## src/rtl/vns_pkg.sv

```systemverilog
// ----------------------------------------------------------------------------
// vns_pkg: shared constants, types and weight table for value noise sampling
// Cosine weight ROM is built at elaboration from a fixed-point sine series.
// ----------------------------------------------------------------------------
package vns_pkg;

  localparam int COS_TABLE_BITS = 10;
  localparam int COS_SIZE       = 1 << COS_TABLE_BITS;
  localparam int FRAC_BITS      = 36;

  localparam logic [31:0] HASH_KX  = 32'd271;
  localparam logic [31:0] HASH_KY  = 32'd1999;
  localparam logic [31:0] HASH_KZ  = 32'd3631;
  localparam logic [31:0] HASH_KC  = 32'd7919;
  localparam int          HASH_SH  = 13;
  localparam logic [31:0] HASH_M1  = 32'd41333;
  localparam logic [31:0] HASH_A1  = 32'd53307781;
  localparam logic [31:0] HASH_A2  = 32'd1376312589;
  localparam logic signed [31:0] ONE_Q30 = 32'sh4000_0000;

  localparam longint unsigned HALF_PI_Q30 = 64'd1686629713;

  // sine series term divisors (2j)(2j+1)
  localparam longint unsigned SERIES_DIV [6] = '{64'd6, 64'd20, 64'd42, 64'd72,
                                                 64'd110, 64'd156};

  // weight register depth between axis split and output multiply
  localparam int SIDE_DEPTH = 11;
  localparam int PIPE_DEPTH = 14;

  typedef logic [16:0] weight_t;
  typedef logic signed [31:0] q30_t;

  typedef struct packed {
    weight_t     wx;
    weight_t     wy;
    weight_t     wz;
    logic [23:0] amp;
  } side_t;

  typedef logic [16:0] rom_t [COS_SIZE];

  function automatic rom_t build_cos_rom();
    rom_t rom;
    longint unsigned a;
    longint unsigned a2;
    longint unsigned term;
    longint unsigned f;
    longint s;
    for (int k = 0; k < COS_SIZE; k++) begin
      a    = (longint'(k) * HALF_PI_Q30) >> COS_TABLE_BITS;
      a2   = (a * a) >> 30;
      term = a;
      s    = longint'(a);
      for (int j = 1; j <= 6; j++) begin
        term = ((term * a2) >> 30) / SERIES_DIV[j-1];
        if ((j & 1) == 1) s = s - longint'(term);
        else              s = s + longint'(term);
      end
      if (s < 0) s = 0;
      if (s > 64'sd1073741824) s = 64'sd1073741824;
      f = (longint'(s) * longint'(s) + (64'd1 << 43)) >> 44;
      if (f > 64'd65536) f = 64'd65536;
      rom[k] = 17'(f);
    end
    return rom;
  endfunction

  localparam rom_t COS_ROM = build_cos_rom();

endpackage

```

## src/rtl/vns_lerp.sv

```systemverilog
// ----------------------------------------------------------------------------
// vns_lerp: weighted blend of two Q1.30 values, two stages
// Products registered, then summed and floor-shifted by 16.
// ----------------------------------------------------------------------------
module vns_lerp (
  input  logic             clk,
  input  logic             en,
  input  vns_pkg::q30_t    a,
  input  vns_pkg::q30_t    b,
  input  vns_pkg::weight_t w,
  output vns_pkg::q30_t    y
);

  logic signed [49:0] pa;
  logic signed [49:0] pb;
  logic signed [50:0] s;

  assign s = 51'(pa) + 51'(pb);

  always_ff @(posedge clk) begin
    if (en) begin
      pa <= 50'(a * $signed({1'b0, 17'(17'h10000 - w)}));
      pb <= 50'(b * $signed({1'b0, w}));
      y  <= 32'(s >>> 16);
    end
  end

endmodule

```

## config.mk

```make
export PLATFORM = sky130hd
export DESIGN_NAME = vns_lerp
export DESIGN_NICKNAME = d
export VERILOG_FILES = /design/src/rtl/vns_pkg.sv /design/src/rtl/vns_lerp.sv
export SDC_FILE = /design/constraint.sdc
export NUM_CORES = 2
export LEC_CHECK = 0
export BUFFER_PORTS_ARGS = -buffer_cell sky130_fd_sc_hd__buf_2
export CAP_MARGIN = 20
export CORE_AREA = 2 2 352 354
export CTS_CLUSTER_SIZE = 25
export DETAILED_ROUTE_END_ITERATION = 8
export DIE_AREA = 0 0 354 356
export GPL_TIMING_DRIVEN = 0
export PLACE_DENSITY = 0.54
export SETUP_SLACK_MARGIN = 0.15
export SKIP_LAST_GASP = 1
export SLEW_MARGIN = 25
export SYNTH_ARGS = -nofsm -noshare
export SYNTH_HDL_FRONTEND = slang
export SYNTH_SLANG_ARGS = --single-unit
```

## constraint.sdc

```tcl
create_clock -name clk -period 16.1 [get_ports clk]
set_input_delay 3.22 -clock clk [delete_from_list [all_inputs] [get_ports clk]]
set_output_delay 3.22 -clock clk [all_outputs]
set_load 0.05 [all_outputs]
```

==> flow_summary.ini <==
[synthesis]
synth.yosys.seq_area_share_pct = 9.033
avgSynthCellArea_um2 = 9.305
synth_top_area_share_pct = 47.89
async_reset_ff_share_pct = 0
synth_area_um2 = 42550
synthTopCellsByCount = 1156 x inv_1, 1018 x fa_1, 699 x nand2_1
synth-simple-area-share_pct = 15.13
synth_compound_area_share_pct = 5.119
synth_area_leaders = fa_1 48%, inv_1 10%, edfxtp_1 9.0%, ha_1 8.0%, nand2_1 6.2%
muxShareOfSynthArea_pct = 0
synth_top_family_by_area = adder cells
ys.flop_type = edfxtp_1
syn_inst = 4573
ys_ff_latch = 128
synth.most_common_cell = inv_1
synth_fa_ha_area_share_pct = 55.92
synth_nets = 5947
ys_warn_count = 0
synth_xor_area_share_pct = 2.923
yosysTopAreaCell = fa_1
synth_edf_count = 128
synth_cell_types = 59

[global_routing]
grt_overflow = 0
grt_pass1_wl_um = 192900
grtUsageTotal_pct = 20.19
grt_pass1_vias = 32850
grt_max_degree = 90
antenna_found_initial = 18

[floorplan]
num_rows = 129
core_um2 = 122700
die_x_um = 354
dieHeight_um = 356
num_io_pins = 115
initial_core_util_pct = 34.69
die_area_um2 = 126000

[worst_setup_path]
worstSetupStartpointType = input port
crit_type = in2reg
arrival_ps = 13300
cp.required_ps = 16330
ff2ff_path_depth = 11
slowest_stage = o41ai_1
cp.buffers_inverters = 10
cp_top_family = adder cells
cp.depth = 33
crit_end = pa[28]$_DFFE_PP_
end_kind = register
r2r_end = y[16]$_DFFE_PP_
r2r_setup_slack_ps = 11900
r2r_start = pa[21]$_DFFE_PP_
cp-startpoint = w[0]
slowest_delay_ps = 900
path_max_fanout = 10

[sta]
tightest_slew_ps = 1095
drv_slew = 0
rsz0062_at_grt = false
hold_viol = 0
whs_ps = 782.6
max_freq_mhz = 76.47
layout_min_cycle_time_ps = 13080
fin_tns_setup_ps = 0
finalSetupViolCount = 0
fin_crit_sh_pct = 81.22
skew_ps = 21.76
slew_headroom_pct = 26.06

[drt]
routed_via_density = 4.791
drt_wl_total_um = 123100
drc_errors = 0
vias = 30410
first_iter_violations = 1751
drtPass1Iterations = 5
ant_nets = 0
wl_per_cell_um = 19.40

[finish]
fillers = 12730
nets = 6074
drive_above_1_share_pct = 3.061
final_design_area_no_fill_um2 = 45810
area_growth_pct = 7.660

[flow_run]
cap_violations = 0

[clock_tree]
clock_latency_ps = 490
cts_tree = done
numCtsBuffers = 25
clkTransAtPathRegs_ps = 50
root_buffer = clkbuf_16
ctsHoldBuffers = 0
clockBufferDepth = 3
post_cts_buffers = 0
cts_resized = 0
clock_sinks = 128
cts_max_level = 4

[placed_design]
dpl-instance-area_um2 = 45140
dp_hpwl_um = 104600
gp_congestion = 0.9025
numPortBuffers = 99

[outcome]
status = finished clean

[min_path]
hold_path_startpoint = pa[43]$_DFFE_PP_
hold_path_class = reg2reg
==> kinds of logic after synthesis <==
group,Yosys count
AO/OA/AOI/OAI,326
XOR/XNOR,142
adder cells (fa/ha/maj),1291
buffers and inverters,1346
flip-flops,128
AND/OR/NAND/NOR,1340
==> sequential cells by signal, indices dropped and copies added (netlist names) <==
register  cells
y            32
pa           48
pb           48
==> tightest hold or removal path, delay by kind of cell (launching register included) <==
family | cells | cell delay, ps
adder cells (fa/ha/maj) | 1 | 170
flip-flops | 1 | 330
AND/OR/NAND/NOR | 2 | 160
==> stage by stage <==
| step | util, % | std cells | worst slack [ps] |
|---|---|---|---|
| 4_1_cts | 37.33 | 6341 | 3223 |
| 3_5_place_dp | 36.80 | 6310 | 2764 |
| 2_1_floorplan | - | 4573 | 5463 |
| 6_report | 37.35 | 6348 | 3024 |
| 3_3_place_gp | 36.76 | 6309 | 2624 |
| 5_1_grt | 37.33 | 6342 | 2433 |
==> worst min path at each step <==
stage                                  to  slack, ps  depth (start not counted)
after detailed placement  y[27]$_DFFE_PP_        720                          3
after CTS                 y[27]$_DFFE_PP_        760                          3
after global placement    y[27]$_DFFE_PP_        740                          3
final                     y[27]$_DFFE_PP_        780                          3
after global routing      y[27]$_DFFE_PP_        800                          3
after floorplan           y[11]$_DFFE_PP_        660                          3
==> layout by cell type (no fill, tap or decap), types with 7 or more instances in the layout <==
master / Yosys / layout
buf_2: 0 / 98
o21bai_1: 17 / 17
nand2b_1: 14 / 14
fa_1: 1018 / 1018
nand2_1: 699 / 699
buf_1: 7 / 7
nor2_1: 72 / 72
inv_1: 1156 / 1156
xor2_1: 38 / 38
xnor2_1: 104 / 103
ha_1: 273 / 273
clkbuf_1: 183 / 183
nand3_1: 22 / 22
edfxtp_1: 128 / 128
diode_2: 0 / 7
a211oi_1: 13 / 13
nor4_1: 7 / 7
and2_1: 417 / 417
nor3_1: 20 / 20
nand4_1: 14 / 14
and3_1: 13 / 13
clkbuf_16: 0 / 25
o21ai_0: 44 / 44
o21a_1: 20 / 20
a21o_1: 60 / 60
a21oi_1: 99 / 99
nor2b_1: 45 / 45
==> routing by layer <==
layer | global-route usage (%) | routed length, um
met5 | 0 | 85
met4 | 5.169 | 3451
met3 | 3.160 | 7631
met2 | 33.74 | 58730
met1 | 27.37 | 53220
==> cell type report <==
type | instances | area (um^2) | area share, %
multi-input combinational | 3099 | 33660 | 73.48
inverter | 1156 | 4339 | 9.472
sequential | 128 | 3844 | 8.390
tap | 1637 | 2048 | 4.471
buffer | 190 | 716.9 | 1.565
clock buffer | 28 | 636.9 | 1.390
timing repair buffer | 100 | 533.0 | 1.163
antenna | 7 | 17.52 | 0.03824
clock inverter | 3 | 12.51 | 0.02731
Power is left out: the tool's default activity adds up to more than one toggle a clock period on the data nets, which glitch-free logic cannot reach.
