<file path="config.mk">
export PLATFORM = sky130hd
export DESIGN_NAME = vns_hash
export DESIGN_NICKNAME = d
export VERILOG_FILES = /design/src/rtl/vns_pkg.sv /design/src/rtl/vns_hash.sv
export SDC_FILE = /design/constraint.sdc
export NUM_CORES = 2
export LEC_CHECK = 0
export BUFFER_PORTS_ARGS = -buffer_cell sky130_fd_sc_hd__buf_2
export CAP_MARGIN = 5
export CORE_ASPECT_RATIO = 1.2
export CORE_MARGIN = 2
export CORE_UTILIZATION = 55
export CTS_BUF_LIST = sky130_fd_sc_hd__clkbuf_16
export CTS_CLUSTER_DIAMETER = 100
export DETAILED_ROUTE_END_ITERATION = 10
export GPL_TIMING_DRIVEN = 0
export PLACE_DENSITY_LB_ADDON = 0.2
export SYNTH_ARGS = -nofsm -noshare
export SYNTH_HDL_FRONTEND = slang
export SYNTH_SLANG_ARGS = --single-unit
</file>
<file path="constraint.sdc">
create_clock -name clk -period 9.36 [get_ports clk]
set_input_delay 0.936 -clock clk [delete_from_list [all_inputs] [get_ports clk]]
set_output_delay 0.936 -clock clk [all_outputs]
set_load 0.02 [all_outputs]
</file>
<file path="src/rtl/vns_pkg.sv">
// ----------------------------------------------------------------------------
// vns_pkg: shared constants, types and weight table for value noise sampling
// Cosine weight ROM is built at elaboration from a fixed-point sine series.
// ----------------------------------------------------------------------------
package vns_pkg;

  localparam int COS_TABLE_BITS = 10;
  localparam int COS_SIZE       = 1 << COS_TABLE_BITS;
  localparam int FRAC_BITS      = 36;

  localparam logic [31:0] HASH_KX  = 32'd271;
  localparam logic [31:0] HASH_KY  = 32'd1999;
  localparam logic [31:0] HASH_KZ  = 32'd3631;
  localparam logic [31:0] HASH_KC  = 32'd7919;
  localparam int          HASH_SH  = 13;
  localparam logic [31:0] HASH_M1  = 32'd41333;
  localparam logic [31:0] HASH_A1  = 32'd53307781;
  localparam logic [31:0] HASH_A2  = 32'd1376312589;
  localparam logic signed [31:0] ONE_Q30 = 32'sh4000_0000;

  localparam longint unsigned HALF_PI_Q30 = 64'd1686629713;

  // sine series term divisors (2j)(2j+1)
  localparam longint unsigned SERIES_DIV [6] = '{64'd6, 64'd20, 64'd42, 64'd72,
                                                 64'd110, 64'd156};

  // weight register depth between axis split and output multiply
  localparam int SIDE_DEPTH = 11;
  localparam int PIPE_DEPTH = 14;

  typedef logic [16:0] weight_t;
  typedef logic signed [31:0] q30_t;

  typedef struct packed {
    weight_t     wx;
    weight_t     wy;
    weight_t     wz;
    logic [23:0] amp;
  } side_t;

  typedef logic [16:0] rom_t [COS_SIZE];

  function automatic rom_t build_cos_rom();
    rom_t rom;
    longint unsigned a;
    longint unsigned a2;
    longint unsigned term;
    longint unsigned f;
    longint s;
    for (int k = 0; k < COS_SIZE; k++) begin
      a    = (longint'(k) * HALF_PI_Q30) >> COS_TABLE_BITS;
      a2   = (a * a) >> 30;
      term = a;
      s    = longint'(a);
      for (int j = 1; j <= 6; j++) begin
        term = ((term * a2) >> 30) / SERIES_DIV[j-1];
        if ((j & 1) == 1) s = s - longint'(term);
        else              s = s + longint'(term);
      end
      if (s < 0) s = 0;
      if (s > 64'sd1073741824) s = 64'sd1073741824;
      f = (longint'(s) * longint'(s) + (64'd1 << 43)) >> 44;
      if (f > 64'd65536) f = 64'd65536;
      rom[k] = 17'(f);
    end
    return rom;
  endfunction

  localparam rom_t COS_ROM = build_cos_rom();

endpackage

</file>
<file path="src/rtl/vns_hash.sv">
// ----------------------------------------------------------------------------
// vns_hash: lattice corner hash, four stages
// Wrapping 32-bit integer hash mapped to 1 - nn/2^30 in Q1.30.
// ----------------------------------------------------------------------------
module vns_hash (
  input  logic          clk,
  input  logic          en,
  input  logic [31:0]   x,
  input  logic [31:0]   y,
  input  logic [31:0]   z,
  input  logic [31:0]   c,
  output vns_pkg::q30_t value
);

  logic [31:0] n0;
  logic [31:0] n1;
  logic [31:0] n2;
  logic [31:0] nsq;
  logic [31:0] t;
  logic [31:0] sum;
  logic [31:0] h;

  assign sum = x * vns_pkg::HASH_KX + y * vns_pkg::HASH_KY
             + z * vns_pkg::HASH_KZ + c * vns_pkg::HASH_KC;
  assign h   = n2 * t + vns_pkg::HASH_A2;

  always_ff @(posedge clk) begin
    if (en) begin
      n0    <= (sum << vns_pkg::HASH_SH) ^ sum;
      n1    <= n0;
      nsq   <= n0 * n0;
      n2    <= n1;
      t     <= nsq * vns_pkg::HASH_M1 + vns_pkg::HASH_A1;
      value <= vns_pkg::ONE_Q30 - $signed({1'b0, h[30:0]});
    end
  end

endmodule

</file>
==> summary.md <==
| Metric | Value |
|---|---|
| Final Max Tran Viols | `0` |
| Port buffer count | `157` |
| Pre-antenna DRT Iters | `5` |
| # setup viols final | `0` |
| Mux contribution to synthesized area | `less than 1%` |
| Worst hold slack | `0.4196 ns` |
| Total CTS buffers | `17` |
| Critical path class | `reg -> reg` |
| Hold WC Path Type | `reg -> reg` |
| Detail Placement HPWL | `143.0 mm` |
| Gpl congestion | `0.9687` |
| Grt ovf | `0` |
| Tmin final | `9.238 ns` |
| Multi-input logic area | `about 49000 um2` |
| Register area | `~5500 um2` |
| Hold buffer count at CTS | `0` |
| Seq/Total Area, Yosys | `8.769%` |
| Leading cell type in the layout, fill and taps excluded | `inv_1` |
| Fmax | `between 0.1 and 0.15 GHz` |
| Worst path cell trace | `clkbuf_1, and2_1, fa_1, fa_1, fa_1, inv_1, fa_1, inv_1, fa_1, inv_1, fa_1, inv_1, fa_1, fa_1, ha_1, and3_1, and3_1, o211ai_1, a31oi_2, a31oi_1, xnor2_1, a2111oi_4, nor3b_2, xnor2_1` |
| Nets | `8680` |
| Vias | `40740` |
| Outcome | `complete, no violations` |
| Crit. End Element | `flip-flop` |
| CP max stage cell | `xnor2_1` |
| HP Start | `n1[2]` |
| DR DRC count | `0` |
| Synth-to-layout area growth | `5.318%` |
| Final Cycle Share | `between 90% and 100%` |
| Max Cap Viol | `0` |
| Gate Count Post-Synth | `between 6000 and 7000` |
| Most used DFF post-synth | `edfxtp_1` |
| First-pass GRT wire length | `roughly 250 mm` |
| Antenna violations before repair | `4` |
| Most frequent cells in the layout | `2048 x inv_1, 1569 x fa_1, 665 x ha_1, 411 x nand2_1, 357 x and2_1` |
| Buf/Inv on CP | `5` |
| Core area | `around 110000 um2` |
| Asr flop ratio synth | `0%` |
| Worst slew pin tran | `about 1.3 ns` |
| Clock Latency Late Sink | `approximately 0.47 ns` |
| Post-Synth Adder-Cell Area | `between 60% and 70%` |
| Clock sink total | `between 150 and 200` |
| Clock slew at reported path FFs | `roughly 0.08 ns` |
| Postcts setup bufs | `0` |
| Worst setup path startpoint | `t[7]` |
| Die X | `roughly 310 um` |
| CTS tree | `done` |
| Boundary Pins | `roughly 160` |
| DRT Wirelength | `between 150 and 200 mm` |
| Vias in the first global route | `around 45000` |
| # fillers | `9991` |
| Compound-Gate Fraction of Synth Area | `about 3.1%` |
| Max Root-Sink Buffers | `2` |
| Clk_skew | `approximately 0.014 ns` |
| Die Y | `374.8 um` |
| Post-synthesis simple-gate area fraction | `between 7 and 8%` |
| Syn avg cell area | `approximately 10 um2` |
| Mapped Area | `between 60000 and 70000 um2` |
| Crit start category | `flip-flop` |
| Post-synth net total | `8504` |
| EDFF count, synth | `roughly 180` |
| Post-synthesis xor/xnor area fraction | `about 4.4%` |
| FF-to-FF Start | `t[7]` |
| Worst EP arrival | `roughly 9.5 ns` |
| Root Buffer Master | `clkbuf_16` |
| Seq cells post-synth | `~180` |
| Endpoints failing hold | `0` |
| Via density per instance | `slightly above 5` |
| Post-layout util | `roughly three fifths` |
| Wirelength per Cell | `a little over 20 um` |
| Initial Util | `a little under three fifths` |
| DRC marker count from the first detailed-route iteration | `around 2100` |
| Combinational family with the most area after synthesis | `adder cells` |
| Slowest stage delay, CP | `roughly 1.1 ns` |
| Sum Neg Setup Slack | `0 ns` |
| CP Max Fanout | `10` |
| Core Rows | `between 100 and 150` |
| Crit path top cell by count | `fa_1` |
| Rel. slew slack | `a little under a tenth` |
| RSZ-0062 raised after global routing | `no` |
| Yosys cell types | `86` |
| Crit-path leading delay family | `adder cells` |
| Warnings from Yosys | `0` |
| Depth of the CTS H-tree | `4` |
| Total track usage | `between 20% and 30%` |
| Fraction of final layout cells sized beyond drive strength 1 | `around 4.0%` |
| Die footprint | `117300 um2` |
| Final ANT Viol Nets | `0` |
| Largest net degree at the start of global routing | `123` |
| CP required | `around 9.6 ns` |
## area by class of cell
type                    count  share of cell area [%]
flip-flops and latches    184                   8.327
inverters                2047                   11.58
diodes                      1                0.003771
multi-input cells        3780                   74.28
plain buffers             126                  0.8202
clock buffers              17                  0.6411
clock inverters            15                  0.2300
repair buffers            160                   1.260
well taps                1518                   2.862
## flip-flops by register name (all words and copies together) (netlist names)
| signal | flops |
|---|---|
| value | 32 |
| nsq | 29 |
| t | 30 |
| n2 | 31 |
| n1 | 31 |
| n0 | 31 |
## stage by stage
step	cells	instance area [um2]	setup slack, ns
3_5_place_dp	7817	65740	-0.6984
2_1_floorplan	6140	63010	1.106
5_1_grt	7847	66350	0.002112
6_report	7848	66360	0.1223
3_3_place_gp	7815	65690	-1.832
4_1_cts	7849	66340	0.02752
## cells by family after synthesis
| kind of cell | after synthesis |
|---|---|
| flip-flops | 184 |
| multiplexers | 2 |
| XOR/XNOR | 315 |
| adder cells (fa/ha/maj) | 2234 |
| AO/OA/AOI/OAI | 286 |
| AND/OR/NAND/NOR | 941 |
| buffers and inverters | 2176 |
| other | 2 |
## cells in the mapped netlist, types with 4 or more instances
library cell | instances | area share [%]
inv_1 | 2047 | 12
fa_1 | 1569 | 50
ha_1 | 665 | 13
nand2_1 | 411 | 2.4
and2_1 | 357 | 3.5
xnor2_1 | 242 | 3.4
edfxtp_1 | 184 | 8.8
clkbuf_1 | 121 | 0.72
a21oi_1 | 78 | 0.62
xor2_1 | 72 | 1.0
nor2_1 | 53 | 0.32
a21o_1 | 51 | 0.61
o21ai_0 | 45 | 0.36
nand3_1 | 22 | 0.17
o21bai_1 | 18 | 0.21
nor3_1 | 16 | 0.13
a31oi_1 | 15 | 0.15
nand2b_1 | 12 | 0.12
nor2b_1 | 12 | 0.12
and3_1 | 11 | 0.11
a211oi_1 | 9 | 0.11
o21a_1 | 8 | 0.095
nand4_1 | 7 | 0.070
o211ai_1 | 7 | 0.083
buf_6 | 6 | 0.11
or2_2 | 6 | 0.060
and4_1 | 5 | 0.070
o31ai_1 | 4 | 0.048
or3_1 | 4 | 0.040
## worst paths after layout
check | to | slack, ns | cells past startpoint
worst max-delay path | value[30] | 0.12 | 24
worst min-delay path | n2[2] | 0.42 | 0
worst max register to register | value[30] | 0.12 | 24
worst min register to register | n2[2] | 0.42 | 0
## metal layers
metal / vias up / share of wire, % / routed length (um) / global-route usage, %
li1: 18040 / - / - / -
met1: 21240 / 36 / 57690 / 33.23
met2: 1122 / 55 / 88940 / 54.69
met3: 335 / 4.1 / 6631 / 2.759
met4: 8 / 4.9 / 7877 / 11.65
met5: - / 0.035 / 57 / 0
## repair_timing
item | CTS | global route
setup endpoints to repair | 6 | 3
gates resized for setup | 7 | 28
hold endpoints to repair | 0 | 0
pin swaps | 0 | 1
Power is not shown: default switching activity piles up to over one toggle a cycle in this logic, so the estimate is an artifact.
